==> config.mk <==
export PLATFORM = sky130hd
export DESIGN_NAME = scheduled_relay_toggle_queue_flat
export DESIGN_NICKNAME = d
export VERILOG_FILES = /design/src/rtl/core/srtq_pkg.sv /design/src/rtl/core/srtq_if.sv /design/src/rtl/core/srtq_mem.sv /design/src/rtl/core/srtq_cfg.sv /design/src/rtl/core/srtq_ctrl.sv /design/src/rtl/core/scheduled_relay_toggle_queue.sv /design/src/flat_wrapper.sv
export SDC_FILE = /design/constraint.sdc
export NUM_CORES = 1
export LEC_CHECK = 0
export BUFFER_PORTS_ARGS = -buffer_cell sky130_fd_sc_hd__buf_2
export CAP_MARGIN = 20
export CORE_ASPECT_RATIO = 0.75
export CORE_MARGIN = 2
export CORE_UTILIZATION = 48
export DETAILED_ROUTE_END_ITERATION = 8
export PLACE_DENSITY_LB_ADDON = 0.3
export SLEW_MARGIN = 10
export SYNTH_ARGS = -nofsm -noshare
export SYNTH_HDL_FRONTEND = slang
export SYNTH_SLANG_ARGS = --single-unit
==> constraint.sdc <==
create_clock -name clk -period 6.9 [get_ports clk]
set_input_delay 0.69 -clock clk [delete_from_list [all_inputs] [get_ports clk]]
set_output_delay 0.69 -clock clk [all_outputs]
set_load 0.02 [all_outputs]
==> src/rtl/core/srtq_pkg.sv <==
// Shared types, constants and codes of the relay toggle queue.
package srtq_pkg;

  localparam int QUEUE_DEPTH_DEF = 16;
  localparam int DELAY_BITS_DEF  = 16;

  localparam int KIND_W    = 2;
  localparam int ELAPSED_W = 16;
  localparam int DLY_IN_W  = 16;
  localparam int PENDING_W = 5;
  localparam int HEAD_W    = 16;

  localparam int CFG_DATA_W = 32;
  localparam int CFG_ADDR_W = 3;

  // item kinds
  localparam logic [KIND_W-1:0] KIND_TICK  = 2'd0;
  localparam logic [KIND_W-1:0] KIND_ADD   = 2'd1;
  localparam logic [KIND_W-1:0] KIND_CLEAR = 2'd2;

  // register indexes (byte address bit 2)
  localparam logic CFG_IDX_MODE  = 1'b0;
  localparam logic CFG_IDX_LEVEL = 1'b1;

  // config side -> controller
  typedef struct packed {
    logic relay_mode;
    logic load_level;
    logic level_value;
  } cfg_ctl_t;

endpackage

==> src/rtl/core/srtq_if.sv <==
// Item channels: command input and result output.
interface srtq_in_if import srtq_pkg::*; ();
  logic                 valid;
  logic                 ready;
  logic [KIND_W-1:0]    kind;
  logic [ELAPSED_W-1:0] elapsed;
  logic [DLY_IN_W-1:0]  delay;

  modport source (output valid, kind, elapsed, delay, input ready);
  modport sink   (input valid, kind, elapsed, delay, output ready);
endinterface

interface srtq_out_if import srtq_pkg::*; ();
  logic                 valid;
  logic                 ready;
  logic                 level;
  logic                 toggled;
  logic                 pulse;
  logic                 overflow;
  logic [PENDING_W-1:0] pending;
  logic [HEAD_W-1:0]    head_remaining;

  modport source (output valid, level, toggled, pulse, overflow, pending, head_remaining,
                  input ready);
  modport sink   (input valid, level, toggled, pulse, overflow, pending, head_remaining,
                  output ready);
endinterface

==> src/rtl/core/srtq_mem.sv <==
// Delay queue storage: one write port, one read port with registered data.
module srtq_mem import srtq_pkg::*; #(
  parameter int DEPTH = QUEUE_DEPTH_DEF,
  parameter int WIDTH = DELAY_BITS_DEF,
  localparam int AW   = $clog2(DEPTH)
) (
  input  logic             clk,
  input  logic             wr_en,
  input  logic [AW-1:0]    wr_addr,
  input  logic [WIDTH-1:0] wr_data,
  input  logic [AW-1:0]    rd_addr,
  output logic [WIDTH-1:0] rd_data
);

  logic [WIDTH-1:0] mem [DEPTH];
  logic [WIDTH-1:0] rd_data_r;

  always_ff @(posedge clk) begin
    if (wr_en) begin
      mem[wr_addr] <= wr_data;
    end
  end

  always_ff @(posedge clk) begin
    rd_data_r <= mem[rd_addr];
  end

  assign rd_data = rd_data_r;

endmodule

==> src/rtl/core/srtq_cfg.sv <==
// APB-style register file: relay mode and initial level load.
module srtq_cfg import srtq_pkg::*; (
  input  logic                  clk,
  input  logic                  rst_n,
  input  logic                  psel,
  input  logic                  penable,
  input  logic                  pwrite,
  input  logic [CFG_ADDR_W-1:0] paddr,
  input  logic [CFG_DATA_W-1:0] pwdata,
  output logic [CFG_DATA_W-1:0] prdata,
  output logic                  pready,
  output cfg_ctl_t              cfg
);

  logic relay_mode_r;
  logic initial_level_r;
  logic wr_fire;
  logic idx;

  assign pready  = 1'b1;
  assign wr_fire = psel & penable & pwrite;
  assign idx     = paddr[2];

  always_ff @(posedge clk) begin
    if (!rst_n) begin
      relay_mode_r    <= 1'b0;
      initial_level_r <= 1'b0;
    end else if (wr_fire) begin
      if (idx == CFG_IDX_MODE) begin
        relay_mode_r <= pwdata[0];
      end else begin
        initial_level_r <= pwdata[0];
      end
    end
  end

  always_comb begin
    case (idx)
      CFG_IDX_MODE:  prdata = {{(CFG_DATA_W-1){1'b0}}, relay_mode_r};
      CFG_IDX_LEVEL: prdata = {{(CFG_DATA_W-1){1'b0}}, initial_level_r};
      default:       prdata = '0;
    endcase
  end

  assign cfg.relay_mode  = relay_mode_r;
  assign cfg.load_level  = wr_fire & (idx == CFG_IDX_LEVEL);
  assign cfg.level_value = pwdata[0];

endmodule

==> src/rtl/core/srtq_ctrl.sv <==
// Sequencer: reads the head entry, updates it or pops it, appends, clears.
module srtq_ctrl import srtq_pkg::*; #(
  parameter int QUEUE_DEPTH = QUEUE_DEPTH_DEF,
  parameter int DELAY_BITS  = DELAY_BITS_DEF,
  localparam int PTR_W      = $clog2(QUEUE_DEPTH),
  localparam int CNT_W      = $clog2(QUEUE_DEPTH + 1)
) (
  input  logic                  clk,
  input  logic                  rst_n,
  input  cfg_ctl_t              cfg,
  srtq_in_if.sink               in_ch,
  srtq_out_if.source            out_ch,
  output logic                  wr_en,
  output logic [PTR_W-1:0]      wr_addr,
  output logic [DELAY_BITS-1:0] wr_data,
  output logic [PTR_W-1:0]      rd_addr,
  input  logic [DELAY_BITS-1:0] rd_data
);

  localparam int CMP_W = (DELAY_BITS > ELAPSED_W) ? DELAY_BITS : ELAPSED_W;
  localparam logic [PTR_W-1:0] LAST_PTR = PTR_W'(QUEUE_DEPTH - 1);
  localparam logic [CNT_W-1:0] FULL_CNT = CNT_W'(QUEUE_DEPTH);

  typedef enum logic [2:0] {S_IDLE, S_EXEC, S_FETCH, S_LOAD, S_DONE} state_t;

  state_t                state_r, state_nxt;
  logic [PTR_W-1:0]      head_r, head_nxt;
  logic [PTR_W-1:0]      tail_r, tail_nxt;
  logic [CNT_W-1:0]      count_r, count_nxt;
  logic                  level_r, level_nxt;
  logic [KIND_W-1:0]     kind_r, kind_nxt;
  logic [ELAPSED_W-1:0]  elapsed_r, elapsed_nxt;
  logic [DELAY_BITS-1:0] delay_r, delay_nxt;
  logic                  res_toggled_r, res_toggled_nxt;
  logic                  res_overflow_r, res_overflow_nxt;
  logic [DELAY_BITS-1:0] res_head_r, res_head_nxt;
  logic                  out_valid_r, out_valid_nxt;
  logic                  out_level_r, out_level_nxt;
  logic                  out_toggled_r, out_toggled_nxt;
  logic                  out_pulse_r, out_pulse_nxt;
  logic                  out_overflow_r, out_overflow_nxt;
  logic [PENDING_W-1:0]  out_pending_r, out_pending_nxt;
  logic [HEAD_W-1:0]     out_head_r, out_head_nxt;

  logic [CMP_W-1:0]      head_ext;
  logic [CMP_W-1:0]      elapsed_ext;
  logic [CMP_W-1:0]      diff;

  function automatic logic [PTR_W-1:0] ptr_inc(input logic [PTR_W-1:0] p);
    ptr_inc = (p == LAST_PTR) ? '0 : p + 1'b1;
  endfunction

  assign in_ch.ready = (state_r == S_IDLE);
  assign rd_addr     = head_r;   // head entry always on the read port

  assign head_ext    = CMP_W'(rd_data);
  assign elapsed_ext = CMP_W'(elapsed_r);
  assign diff        = head_ext - elapsed_ext;

  always_comb begin
    state_nxt        = state_r;
    head_nxt         = head_r;
    tail_nxt         = tail_r;
    count_nxt        = count_r;
    level_nxt        = cfg.load_level ? cfg.level_value : level_r;
    kind_nxt         = kind_r;
    elapsed_nxt      = elapsed_r;
    delay_nxt        = delay_r;
    res_toggled_nxt  = res_toggled_r;
    res_overflow_nxt = res_overflow_r;
    res_head_nxt     = res_head_r;
    out_valid_nxt    = out_valid_r & ~out_ch.ready;
    out_level_nxt    = out_level_r;
    out_toggled_nxt  = out_toggled_r;
    out_pulse_nxt    = out_pulse_r;
    out_overflow_nxt = out_overflow_r;
    out_pending_nxt  = out_pending_r;
    out_head_nxt     = out_head_r;
    wr_en            = 1'b0;
    wr_addr          = head_r;
    wr_data          = DELAY_BITS'(diff);

    case (state_r)
      S_IDLE: begin
        if (in_ch.valid) begin
          kind_nxt    = in_ch.kind;
          elapsed_nxt = in_ch.elapsed;
          delay_nxt   = DELAY_BITS'(in_ch.delay);
          state_nxt   = S_EXEC;
        end
      end
      S_EXEC: begin
        res_toggled_nxt  = 1'b0;
        res_overflow_nxt = 1'b0;
        res_head_nxt     = (count_r != '0) ? rd_data : '0;
        state_nxt        = S_DONE;
        case (kind_r)
          KIND_TICK: begin
            if (count_r != '0) begin
              if (head_ext > elapsed_ext) begin
                wr_en        = 1'b1;
                res_head_nxt = DELAY_BITS'(diff);
              end else begin
                level_nxt       = ~level_r;
                res_toggled_nxt = 1'b1;
                head_nxt        = ptr_inc(head_r);
                count_nxt       = count_r - 1'b1;
                res_head_nxt    = '0;
                // new head must come from the memory
                if (count_r != CNT_W'(1)) begin
                  state_nxt = S_FETCH;
                end
              end
            end
          end
          KIND_ADD: begin
            if (count_r == FULL_CNT) begin
              res_overflow_nxt = 1'b1;
            end else begin
              wr_en     = 1'b1;
              wr_addr   = tail_r;
              wr_data   = delay_r;
              tail_nxt  = ptr_inc(tail_r);
              count_nxt = count_r + 1'b1;
              if (count_r == '0) begin
                res_head_nxt = delay_r;
              end
            end
          end
          KIND_CLEAR: begin
            head_nxt     = '0;
            tail_nxt     = '0;
            count_nxt    = '0;
            res_head_nxt = '0;
            if (level_r) begin
              level_nxt       = 1'b0;
              res_toggled_nxt = 1'b1;
            end
          end
          default: begin
            // unused kind: report current state only
          end
        endcase
      end
      S_FETCH: begin
        state_nxt = S_LOAD;
      end
      S_LOAD: begin
        res_head_nxt = rd_data;
        state_nxt    = S_DONE;
      end
      S_DONE: begin
        if (!out_valid_r || out_ch.ready) begin
          out_valid_nxt    = 1'b1;
          out_level_nxt    = level_r;
          out_toggled_nxt  = res_toggled_r;
          out_pulse_nxt    = res_toggled_r & cfg.relay_mode;
          out_overflow_nxt = res_overflow_r;
          out_pending_nxt  = PENDING_W'(count_r);
          out_head_nxt     = HEAD_W'(res_head_r);
          state_nxt        = S_IDLE;
        end
      end
      default: begin
        state_nxt = S_IDLE;
      end
    endcase
  end

  always_ff @(posedge clk) begin
    if (!rst_n) begin
      state_r     <= S_IDLE;
      head_r      <= '0;
      tail_r      <= '0;
      count_r     <= '0;
      level_r     <= 1'b0;
      out_valid_r <= 1'b0;
    end else begin
      state_r     <= state_nxt;
      head_r      <= head_nxt;
      tail_r      <= tail_nxt;
      count_r     <= count_nxt;
      level_r     <= level_nxt;
      out_valid_r <= out_valid_nxt;
    end
    kind_r         <= kind_nxt;
    elapsed_r      <= elapsed_nxt;
    delay_r        <= delay_nxt;
    res_toggled_r  <= res_toggled_nxt;
    res_overflow_r <= res_overflow_nxt;
    res_head_r     <= res_head_nxt;
    out_level_r    <= out_level_nxt;
    out_toggled_r  <= out_toggled_nxt;
    out_pulse_r    <= out_pulse_nxt;
    out_overflow_r <= out_overflow_nxt;
    out_pending_r  <= out_pending_nxt;
    out_head_r     <= out_head_nxt;
  end

  assign out_ch.valid          = out_valid_r;
  assign out_ch.level          = out_level_r;
  assign out_ch.toggled        = out_toggled_r;
  assign out_ch.pulse          = out_pulse_r;
  assign out_ch.overflow       = out_overflow_r;
  assign out_ch.pending        = out_pending_r;
  assign out_ch.head_remaining = out_head_r;

  // occupancy never exceeds the queue
  a_count_max: assert property (@(posedge clk) disable iff (!rst_n)
    count_r <= FULL_CNT)
    else $error("queue count above depth");

  // empty or full queue has coinciding pointers
  a_ptr_match: assert property (@(posedge clk) disable iff (!rst_n)
    (count_r == '0 || count_r == FULL_CNT) |-> head_r == tail_r)
    else $error("head/tail mismatch for empty or full queue");

  // memory is written only while an item executes
  a_wr_exec: assert property (@(posedge clk) disable iff (!rst_n)
    wr_en |-> state_r == S_EXEC)
    else $error("memory write outside execute step");

  // a pulse is only raised on a toggle
  a_pulse_toggle: assert property (@(posedge clk) disable iff (!rst_n)
    out_valid_r && out_pulse_r |-> out_toggled_r)
    else $error("pulse without toggle");

  // an accepted item always takes the sequencer out of idle
  a_accept_busy: assert property (@(posedge clk) disable iff (!rst_n)
    in_ch.valid && in_ch.ready |=> state_r == S_EXEC)
    else $error("accepted item not executed");

endmodule

==> src/rtl/core/scheduled_relay_toggle_queue.sv <==
// Top level: relay toggle queue with delay memory, sequencer and register port.
// Each accepted item passes the execute and done states; done loads the output
//   register once it is free. A popping tick with entries left also passes fetch
//   and load (extra memory read of the new head). One item at a time, set by the
//   sequencer and the single registered read port of the delay memory.
// Reset: synchronous, active low; clears pointers, count, relay level, registers
//   and the output valid flag. Delay memory is not cleared (no clearing pass).
module scheduled_relay_toggle_queue import srtq_pkg::*; #(
  parameter int QUEUE_DEPTH = QUEUE_DEPTH_DEF,
  parameter int DELAY_BITS  = DELAY_BITS_DEF
) (
  input  logic                  clk,
  input  logic                  rst_n,
  srtq_in_if.sink               in_ch,
  srtq_out_if.source            out_ch,
  input  logic                  psel,
  input  logic                  penable,
  input  logic                  pwrite,
  input  logic [CFG_ADDR_W-1:0] paddr,
  input  logic [CFG_DATA_W-1:0] pwdata,
  output logic [CFG_DATA_W-1:0] prdata,
  output logic                  pready
);

  localparam int PTR_W = $clog2(QUEUE_DEPTH);

  cfg_ctl_t              cfg;
  logic                  wr_en;
  logic [PTR_W-1:0]      wr_addr;
  logic [DELAY_BITS-1:0] wr_data;
  logic [PTR_W-1:0]      rd_addr;
  logic [DELAY_BITS-1:0] rd_data;

  // registers: mode at 0x0, initial level at 0x4 (write loads the relay level)
  srtq_cfg u_cfg (
    .clk     (clk),
    .rst_n   (rst_n),
    .psel    (psel),
    .penable (penable),
    .pwrite  (pwrite),
    .paddr   (paddr),
    .pwdata  (pwdata),
    .prdata  (prdata),
    .pready  (pready),
    .cfg     (cfg)
  );

  // sequencer: one item at a time, read-modify-write on the head entry
  srtq_ctrl #(
    .QUEUE_DEPTH (QUEUE_DEPTH),
    .DELAY_BITS  (DELAY_BITS)
  ) u_ctrl (
    .clk     (clk),
    .rst_n   (rst_n),
    .cfg     (cfg),
    .in_ch   (in_ch),
    .out_ch  (out_ch),
    .wr_en   (wr_en),
    .wr_addr (wr_addr),
    .wr_data (wr_data),
    .rd_addr (rd_addr),
    .rd_data (rd_data)
  );

  // delay FIFO storage; entries are only used after being written
  srtq_mem #(
    .DEPTH (QUEUE_DEPTH),
    .WIDTH (DELAY_BITS)
  ) u_mem (
    .clk     (clk),
    .wr_en   (wr_en),
    .wr_addr (wr_addr),
    .wr_data (wr_data),
    .rd_addr (rd_addr),
    .rd_data (rd_data)
  );

endmodule

==> src/flat_wrapper.sv <==
// flat-port wrapper written by rule: the top's interface ports become plain ports
module scheduled_relay_toggle_queue_flat import srtq_pkg::*;
#(
  parameter int QUEUE_DEPTH = QUEUE_DEPTH_DEF,
  parameter int DELAY_BITS  = DELAY_BITS_DEF
)
  (clk, rst_n, psel, penable, pwrite, paddr, pwdata, prdata, pready, in_ch_valid, in_ch_kind, in_ch_elapsed, in_ch_delay, in_ch_ready, out_ch_valid, out_ch_level, out_ch_toggled, out_ch_pulse, out_ch_overflow, out_ch_pending, out_ch_head_remaining, out_ch_ready);
  srtq_in_if in_ch_i ();
  srtq_out_if out_ch_i ();
  input  logic clk;
  input  logic rst_n;
  input  logic psel;
  input  logic penable;
  input  logic pwrite;
  input  logic [CFG_ADDR_W-1:0] paddr;
  input  logic [CFG_DATA_W-1:0] pwdata;
  output logic [CFG_DATA_W-1:0] prdata;
  output logic pready;
  input wire logic [$bits(in_ch_i.valid)-1:0] in_ch_valid;
  input wire logic [$bits(in_ch_i.kind)-1:0] in_ch_kind;
  input wire logic [$bits(in_ch_i.elapsed)-1:0] in_ch_elapsed;
  input wire logic [$bits(in_ch_i.delay)-1:0] in_ch_delay;
  output wire logic [$bits(in_ch_i.ready)-1:0] in_ch_ready;
  output wire logic [$bits(out_ch_i.valid)-1:0] out_ch_valid;
  output wire logic [$bits(out_ch_i.level)-1:0] out_ch_level;
  output wire logic [$bits(out_ch_i.toggled)-1:0] out_ch_toggled;
  output wire logic [$bits(out_ch_i.pulse)-1:0] out_ch_pulse;
  output wire logic [$bits(out_ch_i.overflow)-1:0] out_ch_overflow;
  output wire logic [$bits(out_ch_i.pending)-1:0] out_ch_pending;
  output wire logic [$bits(out_ch_i.head_remaining)-1:0] out_ch_head_remaining;
  input wire logic [$bits(out_ch_i.ready)-1:0] out_ch_ready;
  assign in_ch_i.valid = in_ch_valid;
  assign in_ch_i.kind = in_ch_kind;
  assign in_ch_i.elapsed = in_ch_elapsed;
  assign in_ch_i.delay = in_ch_delay;
  assign in_ch_ready = in_ch_i.ready;
  assign out_ch_valid = out_ch_i.valid;
  assign out_ch_level = out_ch_i.level;
  assign out_ch_toggled = out_ch_i.toggled;
  assign out_ch_pulse = out_ch_i.pulse;
  assign out_ch_overflow = out_ch_i.overflow;
  assign out_ch_pending = out_ch_i.pending;
  assign out_ch_head_remaining = out_ch_i.head_remaining;
  assign out_ch_i.ready = out_ch_ready;
  scheduled_relay_toggle_queue #(.QUEUE_DEPTH(QUEUE_DEPTH), .DELAY_BITS(DELAY_BITS)) u_core (.clk(clk), .rst_n(rst_n), .in_ch(in_ch_i), .out_ch(out_ch_i), .psel(psel), .penable(penable), .pwrite(pwrite), .paddr(paddr), .pwdata(pwdata), .prdata(prdata), .pready(pready));
endmodule
Word level (Yosys, flattened, before mapping)
Memories as Yosys holds them, arrays and structs flattened. A register that Yosys moved wholly into a read port is not among the register bits.
Cells that the tools add are included.
{"block": "word_totals", "in_bits": 76, "elab_cells": 120, "ramBits": 256, "output_inout_bits": 60, "regBits": 97, "n_memories": 1}
{"name": "u_core.u_mem.mem", "depth": 16, "width": 16, "read_ports": 1, "rd_ports_with_merged_regs": 1, "wr": 1, "line": "srtq_mem.sv:15", "text": "logic [WIDTH-1:0] mem [DEPTH];"}
{"block": "op_classes", "n_lt_le_gt_ge": 1, "bitwise": 8, "add_sub_neg": 5, "reduce_logical": 18, "n_mux": 52, "eq_ne": 15}
{"operator": "$mux 16", "count": 8}
{"operator": "$pmux 32 s2", "count": 1}
{"operator": "$pmux 16 s3", "count": 1}
{"operator": "$mux 4", "count": 8}
{"operator": "$pmux 16 s2", "count": 1}
{"operator": "$mux 3", "count": 6}
{"operator": "$mux 1", "count": 17}
{"operator": "$gt 16x16->1", "count": 1}
{"operator": "$pmux 4 s2", "count": 2}
{"operator": "$sub 16x16->16", "count": 1}
{"operator": "$mux 5", "count": 3}
{"operator": "$pmux 3 s5", "count": 1}
{"operator": "$pmux 5 s3", "count": 1}
{"operator": "$ne 2x2->1 const B", "count": 5}
{"operator": "$reduce_and 2->1", "count": 5}
{"operator": "$add 4x1->4 const B", "count": 2}
{"operator": "$eq 4x4->1 const B", "count": 2}
{"operator": "$eq 3x2->1 const B", "count": 2}
{"operator": "$pmux 1 s2", "count": 3}
{"operator": "$reduce_bool 2->1", "count": 3}
{"operator": "$add 5x1->5 const B", "count": 1}
{"operator": "$and 1x1->1", "count": 5}
{"operator": "$eq 5x5->1 const B", "count": 1}
{"operator": "$logic_not 5->1", "count": 1}
{"operator": "other kinds (16)", "count": 18}

Longest topological paths before layout
{"block": "logic_depth", "ltp_word": 8, "mapped_depth": 11, "ltp_nobuf": 10}

By module
From an unflattened synthesis, not the netlist that was laid out.
{"block": "hier_totals", "hier_cells": 958, "hier_area_um2": 15493.6}
{"module": "srtq_mem", "area_each_um2": 10043.4, "n_inst": 1, "cells_per_inst": 432, "seq_area_each_um2": 8007.7}
{"module": "srtq_ctrl", "area_each_um2": 5084.9, "n_inst": 1, "cells_per_inst": 480, "seq_area_each_um2": 2672.6}
{"module": "srtq_cfg", "area_each_um2": 365.4, "n_inst": 1, "cells_per_inst": 46, "seq_area_each_um2": 40.0}

Worst setup path before layout
No wires, ideal clock.
{"block": "synth_path", "path_type": "reg2reg", "from": "register u_core.u_ctrl.elapsed_r[0], in the netlist u_core.u_ctrl.elapsed_ext[0]", "to": "memory u_core.u_mem.mem[1][0] (netlist bit) (enable)", "slack_ps": 2658, "setup_ps": 430, "required_time_ps": 6470, "path_stages_with_launch": 11, "arrival_ps": 3812, "path_buffers": 1, "period_less_slack_ps": 4242, "cell_sequence": "edfxtp_1 -> ha_1 -> fa_1 -> nand2b_1 -> a211oi_2 -> o211ai_2 -> a21oi_4 -> and2_4 -> nor2_2 -> buf_6 -> nor4_1"}
{"block": "synth_via", "elab_chain_len": 7}
{"element": "start: declaration", "line": "srtq_ctrl.sv:32", "text": "logic [ELAPSED_W-1:0] elapsed_r, elapsed_nxt;"}
{"element": "start signal: assignment", "line": "srtq_ctrl.sv:187", "text": "elapsed_r <= elapsed_nxt;"}
{"element": "$gt 16x16->1", "line": "srtq_ctrl.sv:100", "text": "if (head_ext > elapsed_ext) begin"}
{"element": "$mux 1", "line": "srtq_ctrl.sv:100"}
{"element": "$mux 1", "line": "srtq_ctrl.sv:99", "text": "if (count_r != '0) begin"}
{"element": "$pmux 1 s2", "line": "srtq_ctrl.sv:97", "text": "case (kind_r)"}
{"element": "$mux 1", "line": "srtq_ctrl.sv:83", "text": "case (state_r)"}
{"element": "$mux 1", "line": "srtq_mem.sv:19", "text": "if (wr_en) begin"}
{"element": "$mux 1 (implied by the code)", "line": "srtq_mem.sv:20", "text": "mem[wr_addr] <= wr_data;"}
{"element": "end: declaration", "line": "srtq_mem.sv:15"}
Every way passes these cells.

Worst setup path in the final report
{"block": "layout_path", "from": "register u_core.u_ctrl.state_r[2]", "to": "memory u_core.u_mem.mem[14][5] (netlist bit) (enable)"}
{"block": "layout_via", "elab_chain_len": 4, "elab_cells_between_ends": 5, "classes_between": "eq/ne: 1; mux: 4"}
{"element": "start: declaration", "line": "srtq_ctrl.sv:26", "text": "state_t state_r, state_nxt;"}
{"element": "start signal: assignment", "line": "srtq_ctrl.sv:179", "text": "state_r <= state_nxt;"}
{"element": "$eq 3x1->1 (*)", "line": "srtq_ctrl.sv:83"}
{"element": "$mux 1", "line": "srtq_ctrl.sv:83"}
{"element": "$mux 1", "line": "srtq_mem.sv:19"}
{"element": "$mux 1 (implied by the code)", "line": "srtq_mem.sv:20"}
Mark *: on every way between the ends. The rest lies on a longest branch, timed or not.

==> impl_metrics.env <==
export IMPL_status="finished clean"
export IMPL_gp_congestion=0.907
export IMPL_drc=0
export IMPL_cts_buffers=34
export IMPL_final_cell_mix="edfxtp_1 (333), mux4_2 (80), buf_2 (70)"
export IMPL_layout_commonest_cell="edfxtp_1"
export IMPL_cellPowerDensity_nw_per_um2=279
export IMPL_cp_max_fo=26
export IMPL_cts_setup_buffers=0
export IMPL_ir_worst_vdd_mv=0.124
export IMPL_port_buffers=70
export IMPL_antenna_cells=0
export IMPL_synth_top_family_by_area="multiplexers"
export IMPL_wirelength_um=33500
export IMPL_row_count=57
export IMPL_areaGrowthSynthToFinish_pct=12.5
export IMPL_postCtsResizedCells=0
export IMPL_clk_pin_slew_worst_paths_ps=60
export IMPL_die_h_um=160
export IMPL_pwr_share_seq_pct=53.0
export IMPL_ant_nets=0
export IMPL_cts_buffer_depth=3
export IMPL_grt_usage_pct=19.8
export IMPL_swShare_pct=23.0
export IMPL_syn_cell_area_um2=15600
export IMPL_yosys_area_top_type="edfxtp_1"
export IMPL_report_final_hold_viol_count=0
export IMPL_synthMuxAreaShare_pct=12.5
export IMPL_ys_seq_elements=369
export IMPL_p_leak_uw=0.00589
export IMPL_worst_setup_path_end_kind="flop"
export IMPL_worst_pin_slew_ps=1100
export IMPL_gr_total_overflow=0
export IMPL_insertion_delay_ps=530
export IMPL_fp_dieW_um=212
export IMPL_combPwrFrac_pct=9.7
export IMPL_synth_distinct_cells=73
export IMPL_dieArea_um2=34100
export IMPL_synth_top_area_share_pct=63.9
export IMPL_grt_pass1_wl_um=50200
export IMPL_hp_class="in2reg"
export IMPL_antenna_found_initial=0
export IMPL_clockRootBuffer="clkbuf_16"
export IMPL_setup_violations_final=0
export IMPL_clock_sinks=369
export IMPL_yosys_area_share_simple_pct=6.20
export IMPL_synth_area_leaders="edfxtp_1 (64%), mux4_2 (12%), dfxtp_1 (4.6%), ha_1 (2.1%), a21oi_1 (1.8%)"
export IMPL_yosys_area_share_adder_pct=2.21
export IMPL_nNetsFinal=1149
export IMPL_numPlacedInstances=1450
export IMPL_placeableCoreArea_um2=32200
export IMPL_synthXorXnorAreaFrac_pct=0.728
export IMPL_yosys_warnings=0
export IMPL_dp_hpwl_um=20600
export IMPL_htreeDepth=2
export IMPL_maxSlewViolCount=0
export IMPL_io_pins=136
export IMPL_vias_per_cell=5.75
export IMPL_drt_iter0_drc=958
export IMPL_cp_start_kind="flop"
export IMPL_p_int_uw=3780
export IMPL_final_cells=1509
export IMPL_start_util_pct=48.5
export IMPL_synth_edff_count=333
export IMPL_dominantRegCellSynth="edfxtp_1"
export IMPL_max_cap_violations=0
export IMPL_async_reset_ff_share_pct=0
export IMPL_fmax_mhz=222
export IMPL_period_share_pct=65.1
export IMPL_fin_tns_setup_ps=0
export IMPL_grt_pass1_vias=8363
export IMPL_wire_per_inst_um=22.2
export IMPL_drt_pass1_iterations=8
export IMPL_power_frac_clock_pct=37.3
export IMPL_p_switching_uw=1130
export IMPL_critPathKind="reg2reg"
export IMPL_synth_compound_area_share_pct=6.24
export IMPL_hold_buffers=0
export IMPL_postSynthCellCount=955
export IMPL_skew_ps=15.6
export IMPL_max_slew_margin_pct=26.5
export IMPL_vias=8680
export IMPL_rsz0062_at_grt="no"
export IMPL_tritoncts="yes"
export IMPL_drive_above_1_share_pct=24.8
export IMPL_fin_crit_ps=4490
export IMPL_finalPower_uw=4910
export IMPL_worst_ep_arrival_time_ps=4700
export IMPL_ys_seq_area_share_pct=68.5
export IMPL_cp_required_ps=7110
export IMPL_syn_avg_cell_area_um2=16.4
export IMPL_grt_max_degree=70
worst paths after layout:
check | start | endpoint | slack (ps) | cells after the start
setup reg to reg | u_core.u_ctrl.state_r[2] | u_core.u_mem.mem[14][5] | 2410 | 9
setup / recovery | u_core.u_ctrl.state_r[2] | u_core.u_mem.mem[14][5] | 2410 | 9
hold reg to reg | u_core.u_ctrl.res_head_r[2] | u_core.u_ctrl.out_ch.head_remaining[2] | 420 | 0
hold / removal | in_ch_elapsed[14] | u_core.u_ctrl.elapsed_ext[14] | 330 | 1
power groups by stage:
| stage | clock network (uW) | registers (uW) | logic [uW] |
|---|---|---|---|
| finish | 1830 | 2600 | 478 |
| global route | 1950 | 2600 | 522 |
| CTS | 1870 | 2600 | 468 |
| detailed placement | 0 | 2650 | 466 |
| global placement | 0 | 2650 | 452 |
| floorplan | 0 | 2640 | 332 |
routing by layer:
metal	vias up	GRT usage, %	wire length, um
met5	-	0	0
met4	0	4.13	461
met3	38	5.10	3000
met2	338	29.3	15200
met1	4441	30.0	14900
li1	3863	-	-
through the flow:
stage | utilization (%) | hold WS (ps) | instance area [um2] | setup WS, ps
after CTS | 54.6 | 313 | 17600 | 2400
final | 54.6 | 334 | 17600 | 2410
after global routing | 54.6 | 315 | 17600 | 1940
after detailed placement | 51.3 | 406 | 16500 | 2430
after floorplan | - | 400 | 15800 | 2660
after global placement | 51.3 | 400 | 16500 | 2520
sequential cells by signal (all words and copies together) (netlist names):
| signal | flops |
|---|---|
| u_core.u_cfg.initial_level_r | 1 |
| u_core.u_cfg.relay_mode_r | 1 |
| u_core.u_ctrl.count_r | 5 |
| u_core.u_ctrl.delay_r | 16 |
| u_core.u_ctrl.elapsed_ext | 16 |
| u_core.u_ctrl.kind_r | 2 |
| u_core.u_ctrl.level_r | 1 |
| u_core.u_ctrl.out_ch.head_remaining | 16 |
| u_core.u_ctrl.out_ch.level | 1 |
| u_core.u_ctrl.out_ch.overflow | 1 |
| u_core.u_ctrl.out_ch.pending | 5 |
| u_core.u_ctrl.out_ch.pulse | 1 |
| u_core.u_ctrl.out_ch.toggled | 1 |
| u_core.u_ctrl.out_ch.valid | 1 |
| u_core.u_ctrl.rd_addr | 4 |
| u_core.u_ctrl.res_head_r | 16 |
| u_core.u_ctrl.res_overflow_r | 1 |
| u_core.u_ctrl.res_toggled_r | 1 |
| u_core.u_ctrl.state_r | 3 |
| u_core.u_ctrl.tail_r | 4 |
| u_core.u_mem.mem | 256 |
| u_core.u_mem.rd_data | 16 |
synthesized netlist by cell type (4+ instances only):
cell	count
a21oi_1	57
a22o_1	6
a22oi_1	5
a31oi_1	5
and2_1	6
buf_2	12
buf_4	34
clkbuf_1	24
dfxtp_1	36
edfxtp_1	333
ha_1	26
inv_1	30
mux2i_1	12
mux4_2	80
nand2_1	60
nand2b_1	7
nand3_1	14
nand4_1	5
nor2_1	48
nor2b_1	5
nor3_1	12
nor3b_1	6
nor4_1	14
o21a_1	6
o21ai_0	30
o21ai_1	4
o221a_2	4
xnor2_1	9
xor2_1	4
cells by family (layout without fill, tap and decap cells):
| logic type | count (synthesis) | in the layout |
|---|---|---|
| compound gates | 148 | 148 |
| xor+xnor | 13 | 13 |
| fa+ha+maj | 27 | 27 |
| buf+inv | 107 | 189 |
| flops | 369 | 369 |
| mux | 95 | 95 |
| other cells | 2 | 32 |
| simple gates | 194 | 194 |
critical path, stage by stage (launching register included):
cell and delay [ps]:
dfxtp_1 340, nand2b_1 170, inv_2 350, nand2b_1 680, inv_1 390, nand2_1 630
nor3b_1 410, a31oi_1 170, nor3_2 670, buf_4 370
area by class of cell:
cell class,instances,area [um2]
fill,2573,14600
sequential,369,10700
multi-input combinational,509,4580
clock buffer,49,938
timing repair buffer,100,576
tap,442,553
inverter,32,120
clock inverter,8,116
(Power assumes the default switching activity.)
